### config.mk
export PLATFORM = sky130hd
export DESIGN_NAME = hao_ctrl
export DESIGN_NICKNAME = d
export VERILOG_FILES = /design/src/rtl/hao_pkg.sv /design/src/rtl/hao_ctrl.sv
export SDC_FILE = /design/constraint.sdc
export NUM_CORES = 1
export LEC_CHECK = 0
export BUFFER_PORTS_ARGS = -buffer_cell sky130_fd_sc_hd__buf_2
export CORE_AREA = 2 2 39 41
export CTS_BUF_LIST = sky130_fd_sc_hd__clkbuf_16
export CTS_CLUSTER_DIAMETER = 100
export DETAILED_ROUTE_END_ITERATION = 7
export DIE_AREA = 0 0 41 43
export GPL_TIMING_DRIVEN = 0
export SYNTH_ARGS = -nofsm -noshare
export SYNTH_HDL_FRONTEND = slang
export SYNTH_SLANG_ARGS = --single-unit
### constraint.sdc
create_clock -name clock -period 1.7 [get_ports clock]
set_clock_uncertainty 0.1 [all_clocks]
set_input_delay 0.17 -clock clock [delete_from_list [all_inputs] [get_ports clock]]
set_output_delay 0.17 -clock clock [all_outputs]
set_load 0.03 [all_outputs]
### src/rtl/hao_pkg.sv
// ----------------------------------------------------------------------------
// hao_pkg
// Shared types, widths, reset values and the sine table generator for the
// harmonic additive oscillator bank.
// ----------------------------------------------------------------------------
package hao_pkg;

   localparam int unsigned PhaseWidth  = 32;
   localparam int unsigned StepWidth   = 31;
   localparam int unsigned CountWidth  = 5;
   localparam int unsigned GainWidth   = 16;
   localparam int unsigned IndexWidth  = 4;
   localparam int unsigned SampleWidth = 16;
   localparam int unsigned AmpWidth    = 15;

   // Sine times partial gain, then times main gain, both exact.
   localparam int unsigned Prod1Width  = 32;
   localparam int unsigned Prod2Width  = 48;
   // Rounded mix magnitude and its product with the main gain.
   localparam int unsigned Mag1Width   = 33;
   localparam int unsigned Prod3Width  = 49;

   localparam logic [StepWidth-1:0]  StepReset        = 31'd44739243;
   localparam logic [CountWidth-1:0] CountReset       = 5'd9;
   localparam logic [GainWidth-1:0]  MainGainReset    = 16'd8192;
   localparam logic [GainWidth-1:0]  PartialGainReset = 16'd8192;

   localparam logic [63:0] HalfPiQ30 = 64'd1686629713;

   typedef enum logic [1:0] {
      REG_FUNDAMENTAL_STEP = 2'd0,
      REG_ACTIVE_COUNT     = 2'd1,
      REG_MAIN_GAIN        = 2'd2
   } csr_addr_type;

   typedef enum logic {
      KIND_TICK  = 1'b0,
      KIND_WRITE = 1'b1
   } kind_type;

   typedef enum logic [3:0] {
      ST_IDLE,
      ST_SELECT,
      ST_LOOKUP,
      ST_MUL_GAIN,
      ST_MUL_MAIN,
      ST_ACCUM,
      ST_LOAD_DIV,
      ST_DIVIDE,
      ST_SCALE,
      ST_FINISH
   } state_type;

   typedef struct packed {
      logic [StepWidth-1:0]  fundamental_step;
      logic [CountWidth-1:0] active_count;
      logic [GainWidth-1:0]  main_gain;
   } cfg_type;

   typedef struct packed {
      logic write_partial;
      logic start;
      logic fetch;
      logic lookup;
      logic mul_gain;
      logic mul_main;
      logic accum;
      logic advance;
      logic div_start;
      logic div_step;
      logic round;
      logic scale;
      logic load_out;
   } cmd_type;

   typedef struct packed {
      logic part_enabled;
      logic part_last;
      logic div_done;
      logic out_free;
   } status_type;

   // One quarter-wave entry: Taylor series of sin in Q30, scaled to 15 bits.
   function automatic logic [AmpWidth-1:0] sine_entry(input int unsigned idx,
                                                      input int unsigned qbits);
      logic [63:0]        x;
      logic [63:0]        x2;
      logic [63:0]        term;
      logic signed [63:0] sum;
      logic [63:0]        s;
      x    = (HalfPiQ30 * 64'(idx)) >> qbits;
      x2   = (x * x) >> 30;
      term = x;
      sum  = signed'(x);
      term = ((term * x2) >> 30) / 64'd6;
      sum  = sum - signed'(term);
      term = ((term * x2) >> 30) / 64'd20;
      sum  = sum + signed'(term);
      term = ((term * x2) >> 30) / 64'd42;
      sum  = sum - signed'(term);
      term = ((term * x2) >> 30) / 64'd72;
      sum  = sum + signed'(term);
      term = ((term * x2) >> 30) / 64'd110;
      sum  = sum - signed'(term);
      term = ((term * x2) >> 30) / 64'd156;
      sum  = sum + signed'(term);
      if (sum < 0) begin
         sum = 64'sd0;
      end
      s = ((unsigned'(sum) * 64'd32767) + (64'd1 << 29)) >> 30;
      if (s > 64'd32767) begin
         s = 64'd32767;
      end
      return s[AmpWidth-1:0];
   endfunction

endpackage

### src/rtl/hao_ctrl.sv
// ----------------------------------------------------------------------------
// hao_ctrl
// Sequencer of the oscillator bank: walks the active partials through the
// shared multiply path, then runs the divider, scaling and output load.
// ----------------------------------------------------------------------------
module hao_ctrl (
   input  logic                  clock,
   input  logic                  reset,
   input  logic                  req_valid,
   input  logic                  req_kind,
   output logic                  req_ready,
   input  hao_pkg::status_type   status,
   output hao_pkg::cmd_type      cmd
);

   hao_pkg::state_type state_ff;
   hao_pkg::state_type state_in;

   always_ff @(posedge clock) begin
      if (reset) begin
         state_ff <= hao_pkg::ST_IDLE;
      end else begin
         state_ff <= state_in;
      end
   end

   always_comb begin
      state_in  = state_ff;
      cmd       = '0;
      req_ready = 1'b0;
      unique case (state_ff)
         hao_pkg::ST_IDLE: begin
            req_ready = 1'b1;
            if (req_valid) begin
               if (req_kind == hao_pkg::KIND_WRITE) begin
                  cmd.write_partial = 1'b1;
               end else begin
                  cmd.start = 1'b1;
                  state_in  = hao_pkg::ST_SELECT;
               end
            end
         end
         hao_pkg::ST_SELECT: begin
            // Disabled partials only move the harmonic increment along.
            if (status.part_enabled) begin
               cmd.fetch = 1'b1;
               state_in  = hao_pkg::ST_LOOKUP;
            end else if (status.part_last) begin
               cmd.div_start = 1'b1;
               state_in      = hao_pkg::ST_DIVIDE;
            end else begin
               cmd.advance = 1'b1;
            end
         end
         hao_pkg::ST_LOOKUP: begin
            cmd.lookup = 1'b1;
            state_in   = hao_pkg::ST_MUL_GAIN;
         end
         hao_pkg::ST_MUL_GAIN: begin
            cmd.mul_gain = 1'b1;
            state_in     = hao_pkg::ST_MUL_MAIN;
         end
         hao_pkg::ST_MUL_MAIN: begin
            cmd.mul_main = 1'b1;
            state_in     = hao_pkg::ST_ACCUM;
         end
         hao_pkg::ST_ACCUM: begin
            cmd.accum = 1'b1;
            if (status.part_last) begin
               state_in = hao_pkg::ST_LOAD_DIV;
            end else begin
               cmd.advance = 1'b1;
               state_in    = hao_pkg::ST_SELECT;
            end
         end
         hao_pkg::ST_LOAD_DIV: begin
            // The last product reaches the accumulator only at the end of
            // the accumulate cycle, so the divider is loaded in the cycle after it.
            cmd.div_start = 1'b1;
            state_in      = hao_pkg::ST_DIVIDE;
         end
         hao_pkg::ST_DIVIDE: begin
            if (status.div_done) begin
               cmd.round = 1'b1;
               state_in  = hao_pkg::ST_SCALE;
            end else begin
               cmd.div_step = 1'b1;
            end
         end
         hao_pkg::ST_SCALE: begin
            cmd.scale = 1'b1;
            state_in  = hao_pkg::ST_FINISH;
         end
         hao_pkg::ST_FINISH: begin
            if (status.out_free) begin
               cmd.load_out = 1'b1;
               state_in     = hao_pkg::ST_IDLE;
            end
         end
         default: begin
            state_in = hao_pkg::ST_IDLE;
         end
      endcase
   end

`ifndef SYNTH
   a_write_stays_idle: assert property (@(posedge clock) disable iff (reset)
      (req_valid && req_ready && req_kind == hao_pkg::KIND_WRITE)
         |=> (state_ff == hao_pkg::ST_IDLE))
      else $error("write request did not complete in one cycle");

   a_tick_starts_walk: assert property (@(posedge clock) disable iff (reset)
      (req_valid && req_ready && req_kind == hao_pkg::KIND_TICK)
         |=> (state_ff == hao_pkg::ST_SELECT))
      else $error("tick request did not start the partial walk");

   a_ready_only_idle: assert property (@(posedge clock) disable iff (reset)
      req_ready |-> (state_ff == hao_pkg::ST_IDLE))
      else $error("request taken outside the idle state");
`endif

endmodule

==> results_dict.tcl <==
set metrics [dict create \
    vias_per_cell 5.16 \
    rows 14 \
    gp_congestion 0.701 \
    first_global_vias 474 \
    cp_cell_sequence "or2_4 > or4_4 > o31ai_4 > buf_6" \
    cts_buffers 3 \
    worstPathMaxFanout 4 \
    htreeDepth 1 \
    wire_per_inst_um 12.6 \
    synth_cells 58 \
    fin_ws_ps -111 \
    end_kind "primary output" \
    cp_slowest_stage_delay_ps 500 \
    boundaryPins 22 \
    clockBufferDepth 2 \
    grt_pass1_wl_um 1990 \
    grt_setup_unrepaired "yes" \
    slew_violations 0 \
    holdWs_ps 108 \
    dp_hpwl_um 885 \
    p_leak_uw 0.000423 \
    rr_worst_depth 5 \
    hp-class "in2reg" \
    grt_max_degree 11 \
    synthesis.area_um2 423 \
    largest_reg_flops 4 \
    diodes 0 \
    max-cap-violations 0 \
    avgSynthCellArea_um2 7.29 \
    tns_ps -111 \
    die_w_um 41 \
    start_util_pct 30.6 \
    syn2layout_area_growth_pct 100 \
    criticalPathCategory "reg2out" \
    top_register "state_ff" \
    cts_sinks 4 \
    die_y_um 43 \
    cts_root_buf "clkbuf_16" \
    cp-start-kind "register" \
    worstPathRequired_ps 1430 \
    crit_slowest_cell "or4_4" \
    place_ws_ps -174 \
    drtAntennaViolNets 0 \
    min_path_cells 2 \
    coreArea_mm2 0.00138 \
    numPortBuffers 21 \
    fin_crit_sh_pct 107 \
    ys_warn_count 0 \
    ys_ff_latch 4 \
    fill_cells 128 \
    failed_checks "setup timing" \
    via_count 568 \
    post-route-drc-count 0 \
    final-hold-violation-count 0 \
    crit_arrival_ps 1540 \
    nNetsFinal 104 \
    path_delay_family "simple AND/OR/NAND/NOR gates" \
    synthArstFlopShare_pct 0 \
    power.density_mw_per_mm2 822 \
    syn-num-nets 66 \
    outcome "finished with violations" \
    first_pass_iters 4 \
    grt_overflow 0 \
    drt_iter0_markers 10 \
    ir_drop_mv 0.940 \
    grtUsageTotal_pct 16.8 \
    cts_tree "done" \
    dpl-instance-area_um2 577 \
    final_area_um2 846 \
    setup_viol 1 \
    ys_seq_area_share_pct 18.9 \
    drive_gt1_share_pct 64.9 \
    fmax_mhz 552 \
    die_area_mm2 0.00176 \
    crit_buf_inv 1 \
    min_period_ps 1810 \
    wl_um 1390 \
    antenna_found_initial 0 \
    crit_cells 4 \
    clk_pin_slew_ps 30 \
    slew_headroom_pct 80.9 \
    top_regs "state_ff: 4 flops" \
    synth_flop_cell "dfxtp_1" \
    synth_edf_count 0 \
    worst_pin_slew_ps 285 \
    insertion_delay_ps 220 \
    synth.distinct_cells 29 \
]
## synthesized netlist by cell type (2+ instances only)
cell type	number	area, um^2
nand2_1	3	11.3
or3_1	2	12.5
a21oi_1	2	10.0
nand2b_1	5	31.3
nor3_1	6	30.0
inv_1	8	30.0
nor2_1	4	15.0
buf_6	3	33.8
o22ai_1	2	12.5
dfxtp_1	4	80.1
## placed cells by master (no fill, tap or decap), types with 2 or more instances in the layout
master,instances
clkbuf_16,3
dfxtp_2,2
buf_4,19
nor2_1,4
nor3_2,3
inv_1,7
o22ai_1,2
buf_6,6
nand2_1,2
nand2b_1,2
buf_2,12
nand2b_4,2
nor3_1,3
a21oi_1,2
## worst register-to-register path, cell delays in order (launching register included)
cell	delay (ps)
dfxtp_4	340
or2_4	230
or4_4	510
buf_4	160
nand4_2	80
o22ai_1	90
## cells by family (layout without fill, tap and decap cells)
group | Yosys count | in the layout | share of synthesized area (%)
and+or+nand+nor | 30 | 30 | 43.8
AOI/OAI and AO/OA | 12 | 12 | 21.0
buffers and inverters | 12 | 48 | 16.3
DFF | 4 | 4 | 18.9
## worst paths after layout
kind | from | end | slack [ps]
setup / recovery | state_ff[3] | cmd[5] | -110
setup reg to reg | state_ff[3] | state_ff[2] | 70
hold reg to reg | state_ff[3] | state_ff[2] | 650
hold / removal | reset | state_ff[1] | 110
## through the flow
stage / instances / util, % / power, uW
global placement: 95 / 41.7 / 286
global route: 110 / 61.1 / 730
CTS: 102 / 53.8 / 675
floorplan: 58 / - / 243
detailed placement: 95 / 41.7 / 287
finish: 110 / 61.1 / 696
## what timing repair did
item / 4_1_cts / 5_1_grt
pin swaps: 5 / 5
gates resized for setup: 18 / 15
hold buffers: 0 / 0
setup buffers: 4 / 10
setup endpoints to repair: 5 / 13
## layer usage
metal  track usage [%]  wire length, um
met5                 0                0
met4              8.00               19
met3              3.14               54
met2              29.1              759
met1              18.1              552
## power breakdown
part	internal, uW	total [uW]	switching (uW)
Sequential	100	105	4.87
Combinational	104	232	127
Clock	300	359	58.8
Total	505	696	191
## layout make-up
cell class / instances / area, um^2 / share of cell area (%)
multi-input cells: 42 / 364 / 43.0
repair buffers: 35 / 248 / 29.3
flip-flops and latches: 4 / 86.3 / 10.2
clock buffers: 3 / 75.1 / 8.88
inverters: 8 / 30.0 / 3.55
plain buffers: 2 / 22.5 / 2.66
well taps: 16 / 20.0 / 2.37
Power figures use the tool's default switching activity.
