### src/rtl/hao_pkg.sv
// ----------------------------------------------------------------------------
// hao_pkg
// Shared types, widths, reset values and the sine table generator for the
// harmonic additive oscillator bank.
// ----------------------------------------------------------------------------
package hao_pkg;

   localparam int unsigned PhaseWidth  = 32;
   localparam int unsigned StepWidth   = 31;
   localparam int unsigned CountWidth  = 5;
   localparam int unsigned GainWidth   = 16;
   localparam int unsigned IndexWidth  = 4;
   localparam int unsigned SampleWidth = 16;
   localparam int unsigned AmpWidth    = 15;

   // Sine times partial gain, then times main gain, both exact.
   localparam int unsigned Prod1Width  = 32;
   localparam int unsigned Prod2Width  = 48;
   // Rounded mix magnitude and its product with the main gain.
   localparam int unsigned Mag1Width   = 33;
   localparam int unsigned Prod3Width  = 49;

   localparam logic [StepWidth-1:0]  StepReset        = 31'd44739243;
   localparam logic [CountWidth-1:0] CountReset       = 5'd9;
   localparam logic [GainWidth-1:0]  MainGainReset    = 16'd8192;
   localparam logic [GainWidth-1:0]  PartialGainReset = 16'd8192;

   localparam logic [63:0] HalfPiQ30 = 64'd1686629713;

   typedef enum logic [1:0] {
      REG_FUNDAMENTAL_STEP = 2'd0,
      REG_ACTIVE_COUNT     = 2'd1,
      REG_MAIN_GAIN        = 2'd2
   } csr_addr_type;

   typedef enum logic {
      KIND_TICK  = 1'b0,
      KIND_WRITE = 1'b1
   } kind_type;

   typedef enum logic [3:0] {
      ST_IDLE,
      ST_SELECT,
      ST_LOOKUP,
      ST_MUL_GAIN,
      ST_MUL_MAIN,
      ST_ACCUM,
      ST_LOAD_DIV,
      ST_DIVIDE,
      ST_SCALE,
      ST_FINISH
   } state_type;

   typedef struct packed {
      logic [StepWidth-1:0]  fundamental_step;
      logic [CountWidth-1:0] active_count;
      logic [GainWidth-1:0]  main_gain;
   } cfg_type;

   typedef struct packed {
      logic write_partial;
      logic start;
      logic fetch;
      logic lookup;
      logic mul_gain;
      logic mul_main;
      logic accum;
      logic advance;
      logic div_start;
      logic div_step;
      logic round;
      logic scale;
      logic load_out;
   } cmd_type;

   typedef struct packed {
      logic part_enabled;
      logic part_last;
      logic div_done;
      logic out_free;
   } status_type;

   // One quarter-wave entry: Taylor series of sin in Q30, scaled to 15 bits.
   function automatic logic [AmpWidth-1:0] sine_entry(input int unsigned idx,
                                                      input int unsigned qbits);
      logic [63:0]        x;
      logic [63:0]        x2;
      logic [63:0]        term;
      logic signed [63:0] sum;
      logic [63:0]        s;
      x    = (HalfPiQ30 * 64'(idx)) >> qbits;
      x2   = (x * x) >> 30;
      term = x;
      sum  = signed'(x);
      term = ((term * x2) >> 30) / 64'd6;
      sum  = sum - signed'(term);
      term = ((term * x2) >> 30) / 64'd20;
      sum  = sum + signed'(term);
      term = ((term * x2) >> 30) / 64'd42;
      sum  = sum - signed'(term);
      term = ((term * x2) >> 30) / 64'd72;
      sum  = sum + signed'(term);
      term = ((term * x2) >> 30) / 64'd110;
      sum  = sum - signed'(term);
      term = ((term * x2) >> 30) / 64'd156;
      sum  = sum + signed'(term);
      if (sum < 0) begin
         sum = 64'sd0;
      end
      s = ((unsigned'(sum) * 64'd32767) + (64'd1 << 29)) >> 30;
      if (s > 64'd32767) begin
         s = 64'd32767;
      end
      return s[AmpWidth-1:0];
   endfunction

endpackage

### src/rtl/hao_csr.sv
// ----------------------------------------------------------------------------
// hao_csr
// APB-style configuration registers: fundamental step, active count and
// main gain.
// ----------------------------------------------------------------------------
module hao_csr (
   input  logic                   clock,
   input  logic                   reset,
   input  logic                   csr_psel,
   input  logic                   csr_penable,
   input  logic                   csr_pwrite,
   input  logic [3:0]             csr_paddr,
   input  logic [31:0]            csr_pwdata,
   output logic [31:0]            csr_prdata,
   output logic                   csr_pready,
   output hao_pkg::cfg_type       cfg
);

   hao_pkg::cfg_type      cfg_ff;
   hao_pkg::csr_addr_type addr;
   logic                  wr_en;

   assign csr_pready = 1'b1;
   assign addr       = hao_pkg::csr_addr_type'(csr_paddr[3:2]);
   assign wr_en      = csr_psel && csr_penable && csr_pwrite && csr_pready;
   assign cfg        = cfg_ff;

   always_ff @(posedge clock) begin
      if (reset) begin
         cfg_ff.fundamental_step <= hao_pkg::StepReset;
         cfg_ff.active_count     <= hao_pkg::CountReset;
         cfg_ff.main_gain        <= hao_pkg::MainGainReset;
      end else if (wr_en) begin
         unique case (addr)
            hao_pkg::REG_FUNDAMENTAL_STEP: begin
               cfg_ff.fundamental_step <= csr_pwdata[hao_pkg::StepWidth-1:0];
            end
            hao_pkg::REG_ACTIVE_COUNT: begin
               cfg_ff.active_count <= csr_pwdata[hao_pkg::CountWidth-1:0];
            end
            hao_pkg::REG_MAIN_GAIN: begin
               cfg_ff.main_gain <= csr_pwdata[hao_pkg::GainWidth-1:0];
            end
            default: begin
            end
         endcase
      end
   end

   always_comb begin
      csr_prdata = '0;
      unique case (addr)
         hao_pkg::REG_FUNDAMENTAL_STEP: begin
            csr_prdata = 32'(cfg_ff.fundamental_step);
         end
         hao_pkg::REG_ACTIVE_COUNT: begin
            csr_prdata = 32'(cfg_ff.active_count);
         end
         hao_pkg::REG_MAIN_GAIN: begin
            csr_prdata = 32'(cfg_ff.main_gain);
         end
         default: begin
            csr_prdata = '0;
         end
      endcase
   end

endmodule

### config.mk
export PLATFORM = sky130hd
export DESIGN_NAME = hao_csr
export DESIGN_NICKNAME = d
export VERILOG_FILES = /design/src/rtl/hao_pkg.sv /design/src/rtl/hao_csr.sv
export SDC_FILE = /design/constraint.sdc
export NUM_CORES = 1
export LEC_CHECK = 0
export BUFFER_PORTS_ARGS = -buffer_cell sky130_fd_sc_hd__buf_2
export CORE_UTILIZATION = 46
export CTS_BUF_LIST = sky130_fd_sc_hd__clkbuf_16
export DETAILED_ROUTE_END_ITERATION = 10
export PLACE_DENSITY = 0.79
export SLEW_MARGIN = 25
export SYNTH_ARGS = -nofsm -noshare
export SYNTH_HDL_FRONTEND = slang
export SYNTH_SLANG_ARGS = --single-unit
### constraint.sdc
create_clock -name clock -period 1.4 [get_ports clock]
set_input_delay 0.28 -clock clock [delete_from_list [all_inputs] [get_ports clock]]
set_output_delay 0.28 -clock clock [all_outputs]
set_load 0.01 [all_outputs]
==> flow_summary.ini, run 1 <==
[placement]
place.gp.congestion = 0.740
dp_hpwl_mm = 4.36
portBuffers = 120

[cts]
clock_sinks = 52
cts_root_buffer = clkbuf_16
cts.clk_slew.worst_paths_ns = 0.07
htreeDepth = 2
numCtsBuffers = 5
clock_path_buffers = 2
cts_tree = done
clock_latency_ns = 0.28
cts_setup_buffers = 0

[grt]
track_usage_pct = 19.5
antenna_found_initial = 0
grt_pass1_vias = 2053
grt_overflow_total = 0
grt_pass1_wl_mm = 9.35
grt_start_max_net_pins = 48

[timing]
hold_viol_final = 0
slew_violations = 0
finClkSkew_ns = 0
period_needed_ns = 1.32
max_freq_mhz = 756
setup_viol = 0
setup_tns_ns = 0
timing.final.crit_share_pct = 94.5
rsz0062_at_grt = no

[critical_path]
crit_path_max_fanout = 15
r2r_start = cfg[12]
rrSetupSlack_ns = 0.75
crit_required_ns = 1.12
start_kind = input port
startpoint = csr_paddr[2]
crit_arrival_ns = 1.04
worstReg2RegEnd = cfg[12]
critPathKind = in2out
timing.critical_path.to = csr_prdata[27]
r2r_cells = 2
cp-end-kind = primary output

[status]
status = completed

[synthesis]
syn_inst = 278
seq_area_frac_synth_pct = 40.3
netlist_area_um2 = 2580
syn_area_per_cell_um2 = 9.29
ys_ff_latch = 52
synthesis.nets = 319
synth.distinct_cells = 18
ys_warn_count = 0

[detailed_routing]
dr.first_iter.drc_count = 53
via_per_inst = 4.80
ant_nets = 0
drc_errors = 0
totalWireLength_mm = 5.73
vias = 2256
post_drt_wl_per_cell_um = 12.2
drt_first_pass_iters = 4

[job]
max_cap_violations = 0

[die]
num_rows = 26
start_util_pct = 49.0
die_y_um = 76.9
num_io_pins = 126
die_area_um2 = 5920
fp.dieW_um = 76.9
core_um2 = 5270

[finish]
num_antenna_cells = 0
drive_gt1_share_pct = 36.5
nets = 440
largest_reg_flops = 52
areaGrowthSynthToFinish_pct = 34.9

[pwr]
p_leak_uw = 0.00169
peakVddDrop_uv = 726
p_per_area_nw_per_um2 = 921
finalPower_uw = 3210

[worst_hold_path]
hold_path_class = in2reg
[logic make-up after synthesis]
logic type | count (synthesis) | synth area share (%)
AND/OR/NAND/NOR | 129 | 27.4
buffers and inverters | 22 | 4.70
AO/OA/AOI/OAI | 5 | 0.969
other | 2 | 0.291
multiplexers | 68 | 26.4
flip-flops | 52 | 40.3
[layer usage]
layer | share of wire [%] | wire length [um] | GRT usage, %
met5 | 0 | 0 | 0
met4 | 0.87 | 50 | 6.35
met3 | 5.4 | 312 | 4.64
met2 | 48 | 2770 | 34.0
met1 | 45 | 2600 | 23.3
[through the flow]
| step | cells | setup slack (ns) | area, um2 | hold slack (ns) | util [%] |
|---|---|---|---|---|---|
| floorplan | 278 | 0.0585 | 2580 | 0.435 | - |
| global placement | 462 | 0.0110 | 3320 | 0.466 | 63.0 |
| detailed placement | 462 | 0.0109 | 3320 | 0.473 | 63.0 |
| CTS | 470 | 0.0317 | 3480 | 0.248 | 66.0 |
| global route | 470 | 0.00199 | 3480 | 0.264 | 66.1 |
| finish | 470 | 0.0773 | 3480 | 0.251 | 66.1 |
[worst min path at each step]
stage                   startpoint  endpoint  slack [ns]  cells past startpoint
floorplan           csr_pwdata[22]   cfg[43]        0.43                      2
global placement           cfg[43]   cfg[43]        0.47                      2
detailed placement         cfg[50]   cfg[50]        0.47                      2
CTS                 csr_pwdata[26]   cfg[47]        0.25                      3
global route        csr_pwdata[27]   cfg[48]        0.26                      3
finish              csr_pwdata[26]   cfg[47]        0.25                      3
[worst max-delay path, stage by stage]
cell and delay, ns:
buf_2 0.15, nor2_1 0.14, buf_4 0.20, and2_1 0.14, buf_2 0.12
[layout by cell type (no fill, tap or decap), types with 3 or more instances in the layout]
| cell | n |
|---|---|
| buf_2 | 119 |
| mux2i_1 | 68 |
| nand2b_1 | 60 |
| dfxtp_1 | 52 |
| nor2_1 | 43 |
| and2_1 | 15 |
| buf_4 | 13 |
| nand2_1 | 5 |
| clkbuf_16 | 5 |
| o21ai_0 | 3 |
| buf_12 | 3 |
[report_power, final]
group	switching (uW)	leakage [uW]	total (uW)	internal (uW)
registers	14.0	0.000420	1510	1500
clock network	500	0.0000789	1330	831
logic	180	0.00119	364	184
total	693	0.00169	3210	2510
[synthesized netlist by cell type (all sizes together)]
| cell | instances | area share [%] |
|---|---|---|
| nand3 | 1 | 0.19 |
| o21ai | 5 | 0.97 |
| dfxtp | 52 | 40 |
| nand2 | 5 | 0.73 |
| clkbuf | 10 | 1.5 |
| and2 | 15 | 3.6 |
| nor3 | 1 | 0.39 |
| nor3b | 1 | 0.29 |
| nor2 | 43 | 6.2 |
| nand2b | 60 | 15 |
| nor2b | 1 | 0.53 |
| mux2i | 68 | 26 |
| buf | 12 | 3.2 |
| or3b | 1 | 0.34 |
| nand4 | 1 | 0.48 |
| conb | 2 | 0.29 |
[cell type report]
class | instances | area, um2
Timing Repair Buffer | 136 | 761
Sequential cell | 52 | 1040
Clock buffer | 5 | 125
Clock inverter | 3 | 37.5
Multi-Input combinational cell | 204 | 1430
Tap cell | 70 | 87.6
Fill cell | 455 | 1790
[what timing repair did]
| action | in CTS | in global routing |
|---|---|---|
| gates resized for setup | 0 | 3 |
| setup endpoints to repair | 0 | 3 |
| hold buffers | 0 | 0 |
(Power assumes the default switching activity.)
==> inputs of run 2 (changes only) <==
Settings changed: CORE_UTILIZATION 46 to 48, CTS_BUF_LIST sky130_fd_sc_hd__clkbuf_16 to sky130_fd_sc_hd__clkbuf_4, PLACE_DENSITY 0.79 to 0.82, SKIP_LAST_GASP from default to 1, SLEW_MARGIN 25 to default.
==> flow_summary.ini, run 2 (synthesized netlist as in run 1, its figures left out) <==
[finish]
largest_reg_flops = 52
final_common_cell = buf_2
nets = 444
num_antenna_cells = 0
drive_gt1_share_pct = 44.6
seqCellArea_um2 = 1070
areaGrowthSynthToFinish_pct = 35.5
utilization_pct = 68.1
multi_input_area_um2 = 1440
fillers = 442
layout_common_cells = buf_2 (119), mux2i_1 (67), nand2b_1 (60), nor2_1 (43), dfxtp_2 (27)

[grt]
track_usage_pct = 21.2
grt_pass1_vias = 1924
antenna_found_initial = 0
grt_pass1_wl_mm = 8.98
grt_start_max_net_pins = 57
grt_overflow_total = 0

[timing]
finClkSkew_ns = 0
setup_viol = 0
slew_violations = 0
max_freq_mhz = 719
timing.final.crit_share_pct = 99.3
setup_tns_ns = 0
rsz0062_at_grt = yes
period_needed_ns = 1.39
hold_viol_final = 0

[pwr]
clock_power_share_pct = 26.9
p_seq_share_pct = 58.3
finalPower_uw = 2600
peakVddDrop_uv = 555
p_per_area_nw_per_um2 = 743
comb_power_share_pct = 14.8
p_int_uw = 1940
p_switching_uw = 659
p_leak_uw = 0.00169
p_sw_share_pct = 25.3

[cts]
cts_root_buffer = clkbuf_4
clock_sinks = 52
numCtsBuffers = 5
htreeDepth = 2
cts_tree = done
cts.clk_slew.worst_paths_ns = 0.15
clock_path_buffers = 2
holdBufCountCts = 0
clock_latency_ns = 0.36

[critical_path]
rrSetupSlack_ns = 0.67
worstReg2RegEnd = cfg[21]
crit_required_ns = 1.12
cp_slowest_stage_delay_ns = 0.36
crit_path_max_fanout = 2
crit_arrival_ns = 1.11
cpMaxStageDelayCell = dfxtp_2
cp-end-kind = primary output
start_kind = flip-flop
path_cells = mux2i_2 > o21ai_1 > buf_2
r2r_start = cfg[21]
r2r_cells = 3
critPathKind = reg2out

[detailed_routing]
drt_first_pass_iters = 4
vias = 2247
totalWireLength_mm = 6.08
dr.first_iter.drc_count = 48
via_per_inst = 4.74
drc_errors = 0
post_drt_wl_per_cell_um = 12.8
ant_nets = 0

[worst_hold_path]
min_path_cells = 3
hold_path_class = in2reg
worstHoldStart = csr_pwdata[27]
min_to = cfg[48]

[die]
start_util_pct = 50.2
die_y_um = 75.4
num_io_pins = 126
core_um2 = 5140
num_rows = 26
die_area_um2 = 5680
fp.dieW_um = 75.4

[job]
max_cap_violations = 0

[placement]
portBuffers = 120
dp_hpwl_mm = 4.48
place.gp.congestion = 0.724

[status]
status = completed
[run 2: cell count changes in the layout (fill, tap and decap cells not counted), moves of 2 or more]
| cell | previous run | this run |
|---|---|---|
| dfxtp_1 | 52 | 25 |
| o21ai_0 | 3 | 0 |
| clkbuf_4 | 1 | 7 |
| clkbuf_16 | 5 | 0 |
| o21ai_1 | 2 | 5 |
| dfxtp_2 | 0 | 27 |
| clkinv_1 | 2 | 0 |
| buf_12 | 3 | 7 |
[run 2: timing repair]
| action | 4_1_cts | 5_1_grt |
|---|---|---|
| endpoints found under the setup margin | 3 | 15 |
| buffers inserted | 2 | 4 |
| resized for setup | 4 | 31 |
| pin swaps | 0 | 4 |
[run 2: area by class of cell]
class / instances / area share [%]
clock buffer: 7 / 1.50
clock inverter: 1 / 0.250
tap: 70 / 2.50
sequential: 52 / 30.7
multi-input combinational: 204 / 41.0
timing repair buffer: 140 / 24.0
[run 2: per-stage QoR]
step	std cells	hold WS (ns)	worst slack [ns]	area (um2)
global route	474	0.139	-0.0602	3500
finish	474	0.140	0.00942	3500
global placement	460	0.466	0.00420	3330
detailed placement	460	0.474	-0.0452	3330
CTS	470	0.132	-0.0178	3410
floorplan	278	0.435	0.0585	2580
[run 2: how the worst max path moves through the flow]
stage,startpoint,depth (start not counted),endpoint
floorplan,csr_paddr[3],4,csr_prdata[18]
global placement,csr_paddr[3],5,cfg[18]
detailed placement,csr_pwrite,6,cfg[41]
CTS,cfg[0],3,csr_prdata[0]
global route,cfg[0],3,csr_prdata[0]
finish,cfg[21],3,csr_prdata[0]
[run 2: power groups by stage]
stage | Clock, uW | Sequential, uW | Combinational (uW)
2_1_floorplan | 0 | 1550 | 203
3_3_place_gp | 0 | 1550 | 361
3_5_place_dp | 0 | 1550 | 368
4_1_cts | 718 | 1510 | 371
5_1_grt | 797 | 1520 | 426
6_report | 700 | 1520 | 386
[run 2: metal layers]
layer / up-vias / GRT usage (%) / wire length [um]
met4: 0 / 4.94 / 59
li1: 1149 / - / -
met2: 72 / 37.0 / 3010
met1: 1020 / 25.7 / 2600
met3: 6 / 6.22 / 400
met5: - / 0 / 0
[run 2: critical path, delay by kind of cell, from the launching register on]
kind / cells / cell delay (ns)
AOI/OAI and AO/OA: 1 / 0.08
buffers and inverters: 1 / 0.14
DFF: 1 / 0.36
muxes: 1 / 0.17
==> inputs of run 3 (changes only) <==
Settings changed: BUFFER_PORTS_ARGS -buffer_cell sky130_fd_sc_hd__buf_2 to -buffer_cell sky130_fd_sc_hd__clkbuf_2, CORE_UTILIZATION 48 to 46, CTS_BUF_LIST sky130_fd_sc_hd__clkbuf_4 to default, PLACE_DENSITY 0.82 to 0.79.
==> flow_summary.ini, run 3 (synthesized netlist as in run 1, its figures left out) <==
[status]
status = completed

[detailed_routing]
dr.first_iter.drc_count = 53
drt_first_pass_iters = 4
via_per_inst = 4.73
vias = 2209
totalWireLength_mm = 5.78
drc_errors = 0
ant_nets = 0
post_drt_wl_per_cell_um = 12.4

[worst_hold_path]
hold_path_class = in2reg

[timing]
period_needed_ns = 1.35
setup_viol = 0
max_freq_mhz = 740
slew_violations = 0
setup_slack_ns = 0.0489
rsz0062_at_grt = yes
timing.final.crit_share_pct = 96.5
hold_viol_final = 0
finClkSkew_ns = 0

[cts]
clock_latency_ns = 0.29
numCtsBuffers = 5
htreeDepth = 2
cts_tree = done
cts_root_buffer = clkbuf_8
holdBufCountCts = 0
clock_sinks = 52
clock_path_buffers = 2
cts.clk_slew.worst_paths_ns = 0.09

[finish]
utilization_pct = 64.7
layout_common_cells = clkbuf_2 (119), mux2i_1 (68), nand2b_1 (60), dfxtp_1 (49), nor2_1 (42)
multi_input_area_um2 = 1430
num_antenna_cells = 0
final_common_cell = clkbuf_2
areaGrowthSynthToFinish_pct = 32.0
drive_gt1_share_pct = 37.5
seqCellArea_um2 = 1040
nets = 438
largest_reg_flops = 52
fillers = 476

[placement]
place.gp.congestion = 0.713
portBuffers = 120
dpl_worst_slack_ns = -0.0254
dp_hpwl_mm = 4.28

[grt]
grt_start_max_net_pins = 43
grt_overflow_total = 0
track_usage_pct = 19.3
antenna_found_initial = 0
grt_pass1_vias = 1984
grt_pass1_wl_mm = 9.32

[job]
max_cap_violations = 0

[critical_path]
cp-end-kind = primary output
crit_arrival_ns = 1.07
critPathKind = in2out
start_kind = input port
crit_path_max_fanout = 12
crit_required_ns = 1.12

[die]
num_io_pins = 126
die_y_um = 76.9
fp.dieW_um = 76.9
die_area_um2 = 5920
start_util_pct = 49.0
num_rows = 26
core_um2 = 5270

[pwr]
p_leak_uw = 0.00163
peakVddDrop_uv = 475
p_per_area_nw_per_um2 = 791
==> run 3: metal layers <==
layer	part of all wire, %	GRT usage [%]	routed length [um]
met1	47	25.4	2720
met2	48	32.3	2760
met3	4.6	3.10	265
met4	0.74	5.77	43
met5	0	0	0
==> run 3: timing repair <==
action / 4_1_cts / 5_1_grt
pin swaps: 0 / 0
gates resized for setup: 2 / 4
hold endpoints to repair: 0 / 0
setup endpoints to repair: 16 / 7
setup buffers: 0 / 1
==> run 3: path summary, 6_finish.rpt <==
kind	start	end	slack, ns	cells after the start
worst max-delay path	csr_paddr[3]	csr_prdata[4]	0.05	5
worst min-delay path	csr_pwdata[26]	cfg[47]	0.21	3
worst max register to register	cfg[11]	cfg[11]	0.74	2
worst min register to register	cfg[47]	cfg[47]	0.49	2
==> run 3: through the flow <==
stage / power [uW] / hold WS (ns) / area, um2 / setup TNS [ns] / cells
6_report: 2700 / 0.212 / 3410 / 0 / 467
5_1_grt: 2830 / 0.210 / 3410 / -0.00601 / 467
4_1_cts: 2730 / 0.200 / 3400 / 0 / 466
3_5_place_dp: 1910 / 0.477 / 3310 / -0.211 / 459
3_3_place_gp: 1900 / 0.469 / 3310 / -0.00291 / 459
2_1_floorplan: 1760 / 0.435 / 2580 / 0 / 278
==> run 3: area by class of cell <==
class | count | area share [%]
clock inverter | 2 | 0.367
clock buffer | 5 | 2.02
sequential | 52 | 30.6
tap | 70 | 2.57
timing repair buffer | 134 | 22.3
multi-input combinational | 204 | 42.1
==> run 3: worst max-delay path: stages <==
cell and delay [ns]:
clkbuf_4 0.20, buf_12 0.17, mux2i_1 0.19, o21ai_0 0.09, clkbuf_2 0.13
==> run 3: where the power goes <==
part           internal, uW  switching (uW)  total, uW
Clock                   340             479        819
Combinational           184             181        365
Sequential             1500            14.8       1510
Total                  2020             675       2700
